File: src/hw/rtl/tksel_pkg.sv
// Shared types, constants and the ranking function for the top-k score selector.
`default_nettype none

package tksel_pkg;

   // Number of cells in the insertion and drain chains.
   localparam int MAX_KEEP = 16;

   localparam int ID_W    = 32;
   localparam int SCORE_W = 32;
   localparam int COUNT_W = 5;
   localparam int CSR_IDX_W = 1;

   // Register indexes on the configuration port.
   localparam logic [CSR_IDX_W-1:0] REG_KEEP_COUNT  = 1'd0;
   localparam logic [CSR_IDX_W-1:0] REG_HIGHER_WINS = 1'd1;

   typedef struct packed {
      logic [ID_W-1:0]           id;
      logic signed [SCORE_W-1:0] score;
   } entry_type;

   typedef struct packed {
      logic      valid;
      entry_type entry;
   } slot_type;

   // Per-cycle control shared by every insertion cell.
   typedef struct packed {
      logic accept;
      logic flush;
      logic higher_wins;
   } cell_ctrl_type;

   // True when candidate a ranks strictly before candidate b.
   function automatic logic ranks_before(entry_type a, entry_type b, logic higher_wins);
      logic res;
      if (a.score == b.score) begin
         res = (a.id < b.id);
      end else if (higher_wins) begin
         res = ($signed(a.score) > $signed(b.score));
      end else begin
         res = ($signed(a.score) < $signed(b.score));
      end
      return res;
   endfunction

endpackage

`default_nettype wire

File: src/hw/rtl/tksel_drain_cell.sv
// One cell of the output chain that shifts a finished query's results out best first.
`default_nettype none

module tksel_drain_cell
   import tksel_pkg::*;
(
   input  wire      clock,
   input  wire      reset,
   input  wire      load,
   input  wire      shift,
   input  slot_type load_slot,
   input  slot_type right_slot,
   output slot_type slot
);

   logic      valid_ff;
   logic      valid_in;
   entry_type entry_ff;
   entry_type entry_in;

   assign slot.valid = valid_ff;
   assign slot.entry = entry_ff;

   // A load takes the whole sorted list; otherwise each beat taken moves it one cell on.
   always_comb begin
      valid_in = valid_ff;
      entry_in = entry_ff;
      if (load) begin
         valid_in = load_slot.valid;
         entry_in = load_slot.entry;
      end else if (shift) begin
         valid_in = right_slot.valid;
         entry_in = right_slot.entry;
      end
   end

   always_ff @(posedge clock) begin
      if (reset) begin
         valid_ff <= 1'b0;
      end else begin
         valid_ff <= valid_in;
      end
   end

   always_ff @(posedge clock) begin
      entry_ff <= entry_in;
   end

endmodule

`default_nettype wire

File: config.mk
export PLATFORM = sky130hd
export DESIGN_NAME = tksel_drain_cell
export DESIGN_NICKNAME = d
export VERILOG_FILES = /design/src/hw/rtl/tksel_pkg.sv /design/src/hw/rtl/tksel_drain_cell.sv
export SDC_FILE = /design/constraint.sdc
export NUM_CORES = 1
export LEC_CHECK = 0
export ABC_CLOCK_PERIOD_IN_PS = 2700
export BUFFER_PORTS_ARGS = -buffer_cell sky130_fd_sc_hd__buf_2
export CORE_MARGIN = 5
export CORE_UTILIZATION = 41
export DETAILED_ROUTE_END_ITERATION = 16
export GPL_TIMING_DRIVEN = 0
export HOLD_SLACK_MARGIN = 0.02
export PLACE_DENSITY = 0.8
export SLEW_MARGIN = 20
export SYNTH_ARGS = -nofsm -noshare
export SYNTH_HDL_FRONTEND = slang
export SYNTH_SLANG_ARGS = --single-unit
File: constraint.sdc
create_clock -name clock -period 2.7 [get_ports clock]
set_input_delay 0.54 -clock clock [delete_from_list [all_inputs] [get_ports clock]]
set_output_delay 0.54 -clock clock [all_outputs]
set_load 0.05 [all_outputs]
==> impl_metrics.json <==
{
  "hp-class": "input port to flop",
  "drt_iter0_markers": 37,
  "tightest_slew_ns": 0.859,
  "core_um2": 6790,
  "antenna_found_initial": 0,
  "r2r-end": "valid_ff",
  "p_leak_nw": 1.94,
  "cts_tree": "done",
  "worst-path-max-fanout": 64,
  "grt_usage_pct": 16.0,
  "start_util_pct": 42.2,
  "reg2reg_depth": 2,
  "max_stage_delay_ns": 0.71,
  "drv_cap": 0,
  "synthCells": 142,
  "grt_pass1_vias": 2224,
  "ys_warn_count": 0,
  "grt_start_max_net_pins": 65,
  "cts.sinks": 65,
  "hold-path-endpoint": "valid_ff",
  "hold_viol_final": 0,
  "drc": 0,
  "dp_cells": 435,
  "syn_to_final_growth_pct": 44.0,
  "postCtsSetupBuffers": 0,
  "insertion_delay_ns": 0.32,
  "viasPerCell": 4.50,
  "cp_data_required_time_ns": 2.65,
  "ant_nets": 0,
  "synth_cell_type_count": 12,
  "wl_per_cell_um": 15.6,
  "layout.cells.non_filler": 451,
  "rsz0062_at_grt": "false",
  "htree_num_levels": 3,
  "firstDrtPassIters": 3,
  "clk_path_buf_depth": 2,
  "period_share_pct": 62.7,
  "r2r_slack_ns": 2.00,
  "outcome": "complete, no violations",
  "rows": 30,
  "min_from": "reset",
  "gp_congestion": 0.792,
  "cts_hold_buf": 0,
  "synthesis.nets": 276,
  "finalPower_w": 0.00268,
  "drv_slew": 0,
  "vdd_drop_max_mv": 0.270,
  "die_height_um": 93.7,
  "vias": 2031,
  "slew-limit-headroom_pct": 42.7,
  "grt_pass1_wl_um": 10500,
  "drive_gt1_share_pct": 79.7,
  "worstReg2RegStart": "valid_ff",
  "holdPathStages": 2,
  "ios": 199,
  "seq_area_frac_synth_pct": 67.7,
  "slowest_stage": "or2_4",
  "whs_ns": 0.371,
  "cp-end-kind": "flop",
  "synthesis.area_um2": 2870,
  "antenna_cells": 0,
  "die_area_um2": 8770,
  "avgSynthCellArea_um2": 20.2,
  "cp-start-kind": "input port",
  "n_fill_cell": 544,
  "cp.arrival_ns": 1.64,
  "place_area_um2": 3980,
  "ys_ff_latch": 65,
  "cts_buffers": 9,
  "path_class": "input port to flop",
  "cp_cell_sequence": "buf_4 > buf_6 > or2_4",
  "setup_tns_ns": 0,
  "clk_pin_slew_ns": 0.07,
  "cts_resized": 0,
  "hpwl_um": 5700,
  "portBuffers": 197,
  "p_per_area_nw_per_um2": 649,
  "fin_crit_ns": 1.69,
  "skew_ns": 0,
  "fp.dieW_um": 93.7,
  "fmax_mhz": 591,
  "cts-root-buf": "clkbuf_8",
  "final_area_um2": 4130,
  "grt_overflow_total": 0,
  "wl_um": 7030,
  "final_nets": 484,
  "setup_viol": 0
}
-- placed cells by master, fill, tap and decap left out --
cell / count
clkinvlp_4: 1
clkinv_1: 2
mux2_2: 36
a211oi_2: 1
inv_2: 1
clkinv_2: 1
or2_4: 1
mux2_4: 28
buf_2: 200
clkbuf_8: 9
buf_6: 3
nor2b_1: 1
clkbuf_1: 3
dfxtp_1: 1
edfxtp_1: 64
buf_4: 2
mux2i_1: 1
-- worst max path at each step --
stage / depth (start not counted) / start / to
after floorplan: 3 / load / slot[0]
after global placement: 3 / load / slot[7]
after detailed placement: 3 / load / slot[3]
after CTS: 3 / load / slot[6]
after global routing: 3 / load / slot[6]
final: 3 / load / slot[63]
-- Yosys cell counts --
library cell  instances  share of area (%)
inv_2                 1               0.13
buf_4                 2               0.52
mux2_4               28                 15
buf_2                 3               0.52
edfxtp_1             64                 67
buf_6                 3                1.2
a211oi_2              1               0.44
or2_2                 1               0.22
nor2b_1               1               0.22
dfxtp_1               1               0.70
mux2_2               36                 14
mux2i_1               1               0.35
-- cell families after synthesis --
family          synth area share (%)
mux                             29.1
buf+inv                         2.35
compound gates                 0.436
simple gates                   0.436
flops                           67.7
-- through the flow --
stage	worst slack [ns]	utilization [%]
6_report	1.01	60.8
5_1_grt	0.945	60.8
4_1_cts	1.01	60.8
3_5_place_dp	0.659	58.6
3_3_place_gp	0.276	58.5
2_1_floorplan	0.589	-
-- critical path: cells and delay by family --
family / cells / cell delay, ns
buf+inv: 2 / 0.36
simple gates: 1 / 0.71
-- report_power, final --
group          switching (W)  internal, W  total, W
clock               0.000339     0.000327  0.000666
sequential         0.0000238      0.00124   0.00126
combinational       0.000523     0.000235  0.000758
total               0.000886      0.00180   0.00268
-- routing by layer --
metal | track usage, % | wire, µm | up-vias
li1 | - | - | 968
met1 | 16.4 | 2440 | 934
met2 | 27.9 | 3650 | 118
met3 | 6.01 | 772 | 11
met4 | 9.27 | 160 | 0
met5 | 0 | 0 | -
-- registers in the layout (all words and copies together), names as in the netlist --
signal	cells
slot	64
valid_ff	1
-- cell type report --
cell class	instances	area, µm²	area share, %
clock buffer	12	135	3.27
inverter	1	3.75	0.0908
sequential	65	1940	47.0
clock inverter	4	20.0	0.484
tap	96	120	2.91
buffer	8	63.8	1.54
timing repair buffer	197	986	23.8
multi-input combinational	68	863	20.9
No activity file was read; power rests on OpenSTA's default activity.
