==> config.mk <==
export PLATFORM = sky130hd
export DESIGN_NAME = tksel_cell
export DESIGN_NICKNAME = d
export VERILOG_FILES = /design/src/hw/rtl/tksel_pkg.sv /design/src/hw/rtl/tksel_cell.sv
export SDC_FILE = /design/constraint.sdc
export NUM_CORES = 1
export LEC_CHECK = 0
export BUFFER_PORTS_ARGS = -buffer_cell sky130_fd_sc_hd__buf_4
export CAP_MARGIN = 10
export CORE_ASPECT_RATIO = 1.5
export CORE_MARGIN = 4
export CORE_UTILIZATION = 53
export CTS_CLUSTER_SIZE = 10
export DETAILED_ROUTE_END_ITERATION = 8
export PLACE_DENSITY = 0.87
export SETUP_SLACK_MARGIN = 0.4
export SLEW_MARGIN = 20
export SYNTH_ARGS = -nofsm -noshare
export SYNTH_HDL_FRONTEND = slang
export SYNTH_SLANG_ARGS = --single-unit
==> constraint.sdc <==
create_clock -name clock -period 5.2 [get_ports clock]
set_input_delay 0.26 -clock clock [delete_from_list [all_inputs] [get_ports clock]]
set_output_delay 0.26 -clock clock [all_outputs]
set_load 0.03 [all_outputs]
==> src/hw/rtl/tksel_pkg.sv <==
// Shared types, constants and the ranking function for the top-k score selector.
`default_nettype none

package tksel_pkg;

   // Number of cells in the insertion and drain chains.
   localparam int MAX_KEEP = 16;

   localparam int ID_W    = 32;
   localparam int SCORE_W = 32;
   localparam int COUNT_W = 5;
   localparam int CSR_IDX_W = 1;

   // Register indexes on the configuration port.
   localparam logic [CSR_IDX_W-1:0] REG_KEEP_COUNT  = 1'd0;
   localparam logic [CSR_IDX_W-1:0] REG_HIGHER_WINS = 1'd1;

   typedef struct packed {
      logic [ID_W-1:0]           id;
      logic signed [SCORE_W-1:0] score;
   } entry_type;

   typedef struct packed {
      logic      valid;
      entry_type entry;
   } slot_type;

   // Per-cycle control shared by every insertion cell.
   typedef struct packed {
      logic accept;
      logic flush;
      logic higher_wins;
   } cell_ctrl_type;

   // True when candidate a ranks strictly before candidate b.
   function automatic logic ranks_before(entry_type a, entry_type b, logic higher_wins);
      logic res;
      if (a.score == b.score) begin
         res = (a.id < b.id);
      end else if (higher_wins) begin
         res = ($signed(a.score) > $signed(b.score));
      end else begin
         res = ($signed(a.score) < $signed(b.score));
      end
      return res;
   endfunction

endpackage

`default_nettype wire

==> src/hw/rtl/tksel_cell.sv <==
// One cell of the sorted insertion chain: holds one kept candidate.
`default_nettype none

module tksel_cell
   import tksel_pkg::*;
(
   input  wire           clock,
   input  wire           reset,
   input  cell_ctrl_type ctrl,
   input  wire           in_range,
   input  entry_type     cand,
   input  wire           left_before,
   input  slot_type      left_slot,
   output logic          goes_first,
   output slot_type      slot,
   output slot_type      nxt
);

   logic      valid_ff;
   logic      valid_in;
   entry_type entry_ff;
   logic      eff_valid;

   // An entry beyond the current count is treated as empty.
   assign eff_valid = valid_ff && in_range;

   // The newcomer goes before an empty slot or a worse entry.
   assign goes_first = !eff_valid || ranks_before(cand, entry_ff, ctrl.higher_wins);

   assign slot.valid = eff_valid;
   assign slot.entry = entry_ff;

   // Keep, take the newcomer, or take the left neighbour's entry as it shifts right.
   always_comb begin
      nxt.valid = eff_valid;
      nxt.entry = entry_ff;
      if (!in_range) begin
         nxt.valid = 1'b0;
      end else if (goes_first && left_before) begin
         nxt = left_slot;
      end else if (goes_first) begin
         nxt.valid = 1'b1;
         nxt.entry = cand;
      end
   end

   // A query end empties the cell once its contents have been handed to the drain.
   always_comb begin
      valid_in = valid_ff;
      if (ctrl.flush) begin
         valid_in = 1'b0;
      end else if (ctrl.accept) begin
         valid_in = nxt.valid;
      end
   end

   always_ff @(posedge clock) begin
      if (reset) begin
         valid_ff <= 1'b0;
      end else begin
         valid_ff <= valid_in;
      end
   end

   always_ff @(posedge clock) begin
      if (ctrl.accept) begin
         entry_ff <= nxt.entry;
      end
   end

endmodule

`default_nettype wire

==> impl_metrics.yaml, run 1 <==
global_routing:
  overflow: 0
  grt_pass1_vias: 6617
  grt_pass1_wl_microns: 33700
  grt_max_degree: 138
  grt_util_all_layers_pct: 29.9
  antenna_found_initial: 0
finish:
  diodes: 0
  nNetsFinal: 1104
  layout-drive-gt1-share_pct: 31.9
  final_common_cell: "buf_4"
  layout_common_cells: "buf_4, nand4_1, nor2_1"
  finish.instance_area_sq_mm: 0.00849
  syn2layout_area_growth_pct: 34.6
synthesis:
  synthCells: 679
  synth_nets: 878
  yosys_warnings: 0
  yosysTopAreaCell: "edfxtp_1"
  synth_top_area_share_pct: 30.5
  synth.distinct_cells: 45
  yosysSeqAreaShare_pct: 30.8
  synthesis.area_sq_mm: 0.00630
  syn_avg_cell_area_sq_um: 9.29
  synth_edf_count: 64
  synth_seq_cells: 65
  synth-main-ff-cell: "edfxtp_1"
  async_flop_share_pct: 0
  yosys-top-cells-area: "edfxtp_1, ha_1, mux2i_1"
floorplan:
  core_area_sq_mm: 0.0116
  die_h_microns: 142
  die_area_sq_mm: 0.0137
  die_w_microns: 97.1
  start_util_pct: 54.4
  pin_count: 267
  rows: 48
drt:
  drtAntennaViolNets: 0
  viasPerCell: 6.26
  dr.pass1.iters: 5
  detail_route.wirelength_microns: 21500
  drt_iter0_markers: 398
  vias: 6638
  drc: 0
  drt-wirelength-per-cell_microns: 20.3
clocking:
  root_buffer: "clkbuf_16"
  clk-insertion-delay-late_ns: 0.34
  cts_max_level: 3
  post-cts-setup-buffers: 0
  path_clk_slew_ns: 0.06
  cts_buffers: 9
  cts_tree: "built"
  ctsResizeCount: 0
  clkSinkCount: 65
  cts_max_path_buffers: 2
  cts_hold_buf: 0
sta:
  fin_crit_sh_pct: 78.8
  holdWs_ns: 0.0893
  rsz0062_at_grt: "no"
  fmax_ghz: 0.244
  finalClockSkew_ns: 0.0111
  period_needed_ns: 4.10
  relSlewSlack_pct: 35.9
  setup-tns-final_ns: 0
  final_max_slew_viol_count: 0
  setup_violations: 0
  hold_viol: 0
  worstMarginPinSlew_ns: 0.962
power_and_ir_drop:
  p_sw_mw: 1.04
  p_seq_share_pct: 29.2
  power.density_mw_per_mm2: 295
  clockPowerShare_pct: 22.6
  p_sw_share_pct: 41.4
  p_int_mw: 1.47
  irDropWorstVdd_uv: 213
  comb_power_share_pct: 48.1
  power_leakage_nw: 4.25
flow_run:
  cap_violations: 0
critical_path:
  worstSetupStartpointType: "flip-flop"
  required_ns: 4.94
  r2r.worst_path.cells: 10
  timing.rr.end: "slot[21]"
  crit_arrival_ns: 3.84
  timing.reg2reg.setup_slack_ns: 1.72
  cp-end-kind: "output pin"
  path_max_fanout: 34
  crit_start: "slot[7]"
  crit_type: "flip-flop to output pin"
  r2r_start: "slot[7]"
min_path:
  hp-start: "reset"
  hold_depth: 2
  min_to: "valid_ff"
  hp-class: "input pin to flip-flop"
placed_design:
  io_buffer_count: 266
  place_congestion: 0.841
  placed_cell_area_sq_mm: 0.00822
  hpwl_microns: 15400
run_status:
  status: "finished clean"
## cells in the mapped netlist, drive strengths merged (3+ instances only)
library cell   n
ha            63
and4           3
o21ai         12
mux2i         64
a211o          3
a21oi         20
clkbuf        42
a211oi         4
a21boi         3
nand3          4
nand4         75
a31oi         65
nor2          68
buf           16
o211a         64
inv           67
edfxtp        64
nand2         11
a21o           4
## critical path: stages, from the launching register on
cell and delay [ns]:
edfxtp_1 0.40, inv_1 0.06, ha_1 0.31, nand2_1 0.09
nor4_1 0.43, nand4b_1 0.21, or3_4 0.43, o31ai_4 0.19
a21o_2 0.59, buf_4 0.41, o211a_1 0.22, buf_4 0.17
## worst max path at each step
stage / cells past startpoint / endpoint
global placement: 11 / nxt[12]
CTS: 11 / nxt[23]
floorplan: 11 / slot[10]
detailed placement: 11 / nxt[22]
finish: 11 / nxt[23]
global route: 11 / nxt[22]
## area by class of cell
type,count,area (sq um)
Multi-Input combinational cell,489,3790
Fill cell,854,3110
Timing Repair Buffer,273,2050
Sequential cell,65,1940
Clock buffer,15,258
Inverter,67,251
Tap cell,150,188
Clock inverter,1,5.00
## metrics by stage
stage / utilization [%] / total power, mW / std cells / setup WS [ns]
after floorplan: - / 1.48 / 679 / 2.09
after global placement: 70.9 / 1.92 / 1044 / 1.51
after detailed placement: 70.9 / 1.94 / 1044 / 1.48
after CTS: 73.2 / 2.50 / 1060 / 1.10
after global routing: 73.2 / 2.62 / 1060 / 0.839
final: 73.2 / 2.51 / 1060 / 1.10
## registers in the layout (all words and copies together), names as in the netlist
register,flops
slot,64
valid_ff,1
## metal layers
layer  vias to the layer above  global-route usage [%]  share of wire, %
li1                       3095                       -                 -
met1                      3102                    33.5                36
met2                       373                    54.0                52
met3                        68                    5.36               7.6
met4                         0                    15.5               4.8
met5                         -                       0                 0
## kinds of logic (layout without fill, tap and decap cells)
| kind of cell | Yosys count | after routing | share of synthesized area [%] |
|---|---|---|---|
| AOI/OAI and AO/OA | 189 | 189 | 23.0 |
| xor gates and xnor gates | 2 | 2 | 0.278 |
| adders and majority gates | 63 | 63 | 12.5 |
| buffers and inverters | 125 | 356 | 9.15 |
| DFF | 65 | 65 | 30.8 |
| muxes | 64 | 64 | 10.2 |
| and+or+nand+nor | 171 | 171 | 14.1 |
## power by group through the flow
stage / clock (mW) / combinational (mW) / sequential, mW
after global placement: 0 / 1.18 / 0.739
after floorplan: 0 / 0.638 / 0.845
after global routing: 0.588 / 1.29 / 0.743
final: 0.568 / 1.21 / 0.732
after detailed placement: 0 / 1.20 / 0.741
after CTS: 0.570 / 1.20 / 0.731
Note: power is estimated with default switching activity, not from simulation.
==> run 2: changes to the inputs <==
Settings changed: CORE_UTILIZATION 53 to 50, PLACE_DENSITY 0.87 to 0.83.
Clock period 5.2 ns to 3.9 ns, I/O delays scaled along.
==> run 2 against run 1 <==
  * Total power is 44% higher
  * Clock power is 41% higher
  * Sequential share of layout area is 2.4 points lower
  * Global-route usage is 1.5 points lower
  * Via count is 6.4% higher
  * Cell count is 5.5% higher
  * Clock-buffer cell count is 4 lower
  * Routed wire length is 13% higher
  * Utilization is 2.8 points higher
  * Non-clock buffer count is 51 higher
  * Largest cell class unchanged
  * Highest routed layer unchanged
==> impl_metrics.yaml, run 2 (synthesized netlist as in run 1, its figures left out) <==
run_status:
  status: "finished clean"
critical_path:
  r2r.worst_path.cells: 10
  worstSetupStartpointType: "flip-flop"
  r2r_start: "slot[5]"
  path_max_fanout: 7
  crit_type: "flip-flop to output pin"
  cp-end-kind: "output pin"
  crit_arrival_ns: 3.31
  timing.reg2reg.setup_slack_ns: 0.80
  required_ns: 3.70
  timing.rr.end: "slot[37]"
sta:
  period_needed_ns: 3.51
  setup_violations: 0
  rsz0062_at_grt: "yes"
  final_max_slew_viol_count: 0
  worstMarginPinSlew_ns: 0.966
  setup-tns-final_ns: 0
  fmax_ghz: 0.285
  relSlewSlack_pct: 35.6
  fin_crit_sh_pct: 90.0
  hold_viol: 0
  finalClockSkew_ns: 0.0133
finish:
  postLayoutCoreUtil_pct: 76.0
  fillers: 876
  layout_common_cells: "buf_4, nand4_1, nor2_1"
  multi_input_area_sq_mm: 0.00407
  final_common_cell: "buf_4"
  seqCellArea_sq_mm: 0.00194
  layout-drive-gt1-share_pct: 38.1
  diodes: 0
  nNetsFinal: 1156
  syn2layout_area_growth_pct: 50.1
  largest_reg_flops: 64
drt:
  drc: 0
  viasPerCell: 6.32
  detail_route.wirelength_microns: 24400
  drt_iter0_markers: 399
  drt-wirelength-per-cell_microns: 21.8
  dr.pass1.iters: 5
  drtAntennaViolNets: 0
  vias: 7061
floorplan:
  rows: 50
  die_area_sq_mm: 0.0145
  pin_count: 267
  die_h_microns: 146
  die_w_microns: 99.7
  core_area_sq_mm: 0.0124
  start_util_pct: 50.6
clocking:
  cts_buffers: 9
  clkSinkCount: 65
  path_clk_slew_ns: 0.06
  cts_hold_buf: 0
  clk-insertion-delay-late_ns: 0.33
  root_buffer: "clkbuf_16"
  cts_max_level: 3
  cts_tree: "built"
  cts_max_path_buffers: 2
placed_design:
  hpwl_microns: 14900
  io_buffer_count: 266
  place_congestion: 0.807
global_routing:
  grt_max_degree: 115
  grt_pass1_wl_microns: 33500
  grt_util_all_layers_pct: 28.5
  grt_pass1_vias: 6579
  overflow: 0
  antenna_found_initial: 0
power_and_ir_drop:
  power_leakage_nw: 4.66
  power.density_mw_per_mm2: 382
  irDropWorstVdd_uv: 274
min_path:
  hold_depth: 2
  min_to: "valid_ff"
  hp-class: "input pin to flip-flop"
  hp-start: "reset"
flow_run:
  cap_violations: 0
run 2: changes by cell type in the layout (fill, tap and decap cells not counted), sizes merged:
cell and change:
a21o +1, buf +44, clkbuf +3, clkinv +3, bufinv +1
run 2: worst max-delay path by stage:
stage | startpoint | end | slack (ns) | depth (start not counted)
after CTS | slot[11] | nxt[5] | 0.42 | 12
after global routing | slot[47] | nxt[37] | 0.26 | 12
after detailed placement | slot[47] | nxt[37] | 0.41 | 12
after floorplan | slot[14] | slot[10] | 0.79 | 11
final | slot[5] | nxt[37] | 0.39 | 11
after global placement | slot[47] | nxt[57] | 0.32 | 12
run 2: metal layers:
layer	up-vias	wire length, microns	share of wire, %	global-route usage [%]
met5	-	0	0	0
met4	0	1330	5.5	12.2
met3	85	1870	7.7	4.84
met2	417	12500	51	50.6
met1	3348	8650	35	33.0
li1	3211	-	-	-
run 2: report_power, final:
part	leakage [nW]	switching [mW]	internal (mW)
clock	0.136	0.314	0.489
combinational	3.89	1.07	0.767
sequential	0.634	0.0802	0.888
run 2: area by class of cell:
class                           instances  share of cell area, %
Multi-Input combinational cell        490                   43.0
Timing Repair Buffer                  324                   28.9
Sequential cell                        65                   20.5
Inverter                               67                   2.66
Clock buffer                           11                   2.46
Tap cell                              156                   2.06
Clock inverter                          5                  0.489
run 2: per-stage QoR:
stage	setup slack, ns	cell area (sq um)	hold WS (ns)	instances	power, mW
after global placement	0.318	8280	0.360	1054	2.56
final	0.391	9460	0.0400	1118	3.61
after CTS	0.417	8730	0.0244	1080	3.42
after global routing	0.259	9460	0.0403	1118	3.78
after floorplan	0.790	6300	0.268	679	1.98
after detailed placement	0.410	8280	0.368	1054	2.58
run 2: critical path, stage by stage (launching register included):
cell       delay (ns)
edfxtp_1         0.43
inv_1            0.13
ha_4             0.21
a21oi_1          0.21
o21ai_1          0.11
a221o_1          0.37
o311a_1          0.31
a211o_4          0.31
a21o_4           0.30
clkbuf_16        0.19
o211a_1          0.25
buf_6            0.15
run 2: what timing repair did:
| action | 4_1_cts | 5_1_grt |
|---|---|---|
| pin swaps | 6 | 13 |
| endpoints found under the setup margin | 66 | 66 |
| gates cloned | 1 | 11 |
| setup buffers | 9 | 27 |
| resized for setup | 18 | 52 |
==> run 3: changes to the inputs <==
Settings changed: ABC_AREA from default to 1, PLACE_DENSITY 0.83 to 0.82.
==> run 3 against run 2 <==
  * Clock-buffer cell count stayed put
  * Critical endpoint is now nxt[49]
  * Global-route usage shrank 1.0 points
  * Non-clock buffer count shrank 43
  * Sequential cell count is the same
  * Critical path type unchanged
  * Sequential share of layout area is 0.71 points higher
  * First-iteration DRC count rose by 6.3%
  * Maximum frequency rose by 9.2%
==> impl_metrics.yaml, run 3 <==
critical_path:
  path_max_fanout: 32
  path_cells: "inv_1 > ha_1 > nand2_1 > nor2_2 > nand2_2 > nor4_4 > nand2_1 > nand3_1 > nand3_2 > nand3_4 > buf_4 > nand2_8 > nor2_1 > nor2_1 > nor2_1 > buf_4"
  cp.buffers_inverters: 3
  slowest_delay_ns: 0.39
  crit_arrival_ns: 3.02
  crit_type: "flip-flop to output pin"
  required_ns: 3.70
  cp-end-kind: "output pin"
  cp_slowest_cell: "edfxtp_1"
  critPathTopFamily: "simple AND/OR/NAND/NOR gates"
  cp_common_cell: "nor2_1"
  worstSetupStartpointType: "flip-flop"
drt:
  drt-wirelength-per-cell_microns: 15.5
  drt_iter0_markers: 424
  detail_route.wirelength_microns: 22400
  dr.pass1.iters: 5
  viasPerCell: 5.22
  drc: 0
  vias: 7558
  drtAntennaViolNets: 0
power_and_ir_drop:
  clockPowerShare_pct: 30.6
  p_sw_mw: 1.09
  power_mw: 2.93
  power.density_mw_per_mm2: 321
  irDropWorstVdd_uv: 221
  power_leakage_nw: 5.06
  p_int_mw: 1.85
  p_sw_share_pct: 37.1
  p_seq_share_pct: 30.7
  comb_power_share_pct: 38.7
flow_run:
  cap_violations: 0
synthesis:
  syn_avg_cell_area_sq_um: 6.39
  synthCells: 1046
  synth_nets: 1245
  synth.most_common_cell: "nor2_1"
  synth_edf_count: 64
  async_flop_share_pct: 0
  synth-main-ff-cell: "edfxtp_1"
  yosys_warnings: 0
  yosys-top-cells-count: "nor2_1, inv_1, nand2_1"
  yosys-top-cells-area: "edfxtp_1, nor2_1, ha_1"
  synth_seq_cells: 65
  synth_top_area_share_pct: 28.8
  yosysTopAreaCell: "edfxtp_1"
  yosysSeqAreaShare_pct: 29.1
  synth.distinct_cells: 27
  synthesis.area_sq_mm: 0.00668
sta:
  setup-tns-final_ns: 0
  hold_viol: 0
  fmax_ghz: 0.311
  final_max_slew_viol_count: 0
  relSlewSlack_pct: 34.7
  rsz0062_at_grt: "no"
  setup_violations: 0
  period_needed_ns: 3.21
  finalClockSkew_ns: 0.00982
  worstMarginPinSlew_ns: 0.980
  fin_crit_sh_pct: 82.4
floorplan:
  rows: 51
  die_h_microns: 150
  core_area_sq_mm: 0.0130
  die_w_microns: 102
  die_area_sq_mm: 0.0153
  pin_count: 267
  start_util_pct: 51.3
global_routing:
  grt_util_all_layers_pct: 27.5
  grt_pass1_wl_microns: 33900
  antenna_found_initial: 0
  grt_pass1_vias: 7261
  overflow: 0
  grt_max_degree: 89
finish:
  diodes: 0
  final_cells: 1449
  nNetsFinal: 1484
  syn2layout_area_growth_pct: 36.9
  final_common_cell: "nor2_1"
  layout_common_cells: "nor2_1, buf_4, inv_1"
  largest_reg_flops: 64
  postLayoutCoreUtil_pct: 70.3
  layout-drive-gt1-share_pct: 24.5
clocking:
  clk-insertion-delay-late_ns: 0.34
  root_buffer: "clkbuf_16"
  cts_max_level: 3
  cts_buffers: 9
  path_clk_slew_ns: 0.06
  cts_tree: "built"
  cts_max_path_buffers: 2
  clkSinkCount: 65
placed_design:
  place_congestion: 0.866
  hpwl_microns: 14700
  io_buffer_count: 266
  dp_cells: 1421
run_status:
  status: "finished clean"
min_path:
  hp-class: "input pin to flip-flop"
run 3: per-layer routing:
layer | wire, microns | GRT usage, % | vias to the layer above
met5 | 0 | 0 | -
met1 | 8480 | 31.6 | 3351
met3 | 1820 | 4.94 | 76
met4 | 1190 | 13.7 | 0
li1 | - | - | 3774
met2 | 10900 | 47.9 | 357
run 3: cell type report:
| type | instances | area [sq um] |
|---|---|---|
| fillers | 1136 | 3870 |
| multi-input cells | 724 | 3740 |
| repair buffers | 281 | 2180 |
| flip-flops and latches | 65 | 1940 |
| inverters | 204 | 766 |
| clock buffers | 11 | 243 |
| well taps | 159 | 199 |
| clock inverters | 5 | 78.8 |
run 3: worst register-to-register path: stages, from the launching register on:
cell and delay (ns):
edfxtp_1 0.39, inv_1 0.06, ha_1 0.33, nand2_1 0.09, nor2_2 0.14, nand2_2 0.10, nor4_4 0.15, nand2_1 0.10
nand2_1 0.06, nand2_1 0.06, nand3_2 0.14, nand3_4 0.11, buf_4 0.17, clkbuf_16 0.19, nand2_1 0.07, nand3_1 0.07
nor2_1 0.14, nor2_1 0.06
run 3: per-stage QoR:
stage	setup WS, ns	cell area (sq um)	hold WS, ns
after floorplan	1.00	6680	0.288
after global placement	0.592	8630	0.455
after detailed placement	0.564	8630	0.476
after CTS	0.391	8960	0.121
after global routing	0.415	9150	0.131
final	0.686	9150	0.130
run 3: final timing paths:
check / from / endpoint / slack (ns) / depth (start not counted)
max: slot[31] / nxt[49] / 0.69 / 16
min: ctrl[1] / valid_ff / 0.13 / 4
max reg2reg: slot[31] / slot[23] / 1.21 / 17
min reg2reg: valid_ff / valid_ff / 0.59 / 2
run 3: power by group through the flow:
stage,sequential (mW),clock (mW),combinational (mW)
6_report,0.901,0.899,1.13
5_1_grt,0.909,0.946,1.24
4_1_cts,0.900,0.914,1.11
3_5_place_dp,0.914,0,1.11
3_3_place_gp,0.913,0,1.09
2_1_floorplan,1.01,0,0.587
run 3: repair_timing:
action                                 in CTS  in global routing
endpoints found under the hold margin       0                  0
hold buffers                                0                  0
cloned                                      0                  5
resized for setup                           2                 12
setup buffers                               0                  7
pin swaps                                   1                  3
setup endpoints to repair                  64                 64
run 3: kinds of logic (layout without fill, tap and decap cells):
logic type,Yosys count,after routing,synth area share (%)
compound gates,40,40,3.26
simple gates,617,620,39.9
flops,65,65,29.1
xor+xnor,1,1,0.131
buf+inv,260,501,15.8
fa+ha+maj,63,63,11.8
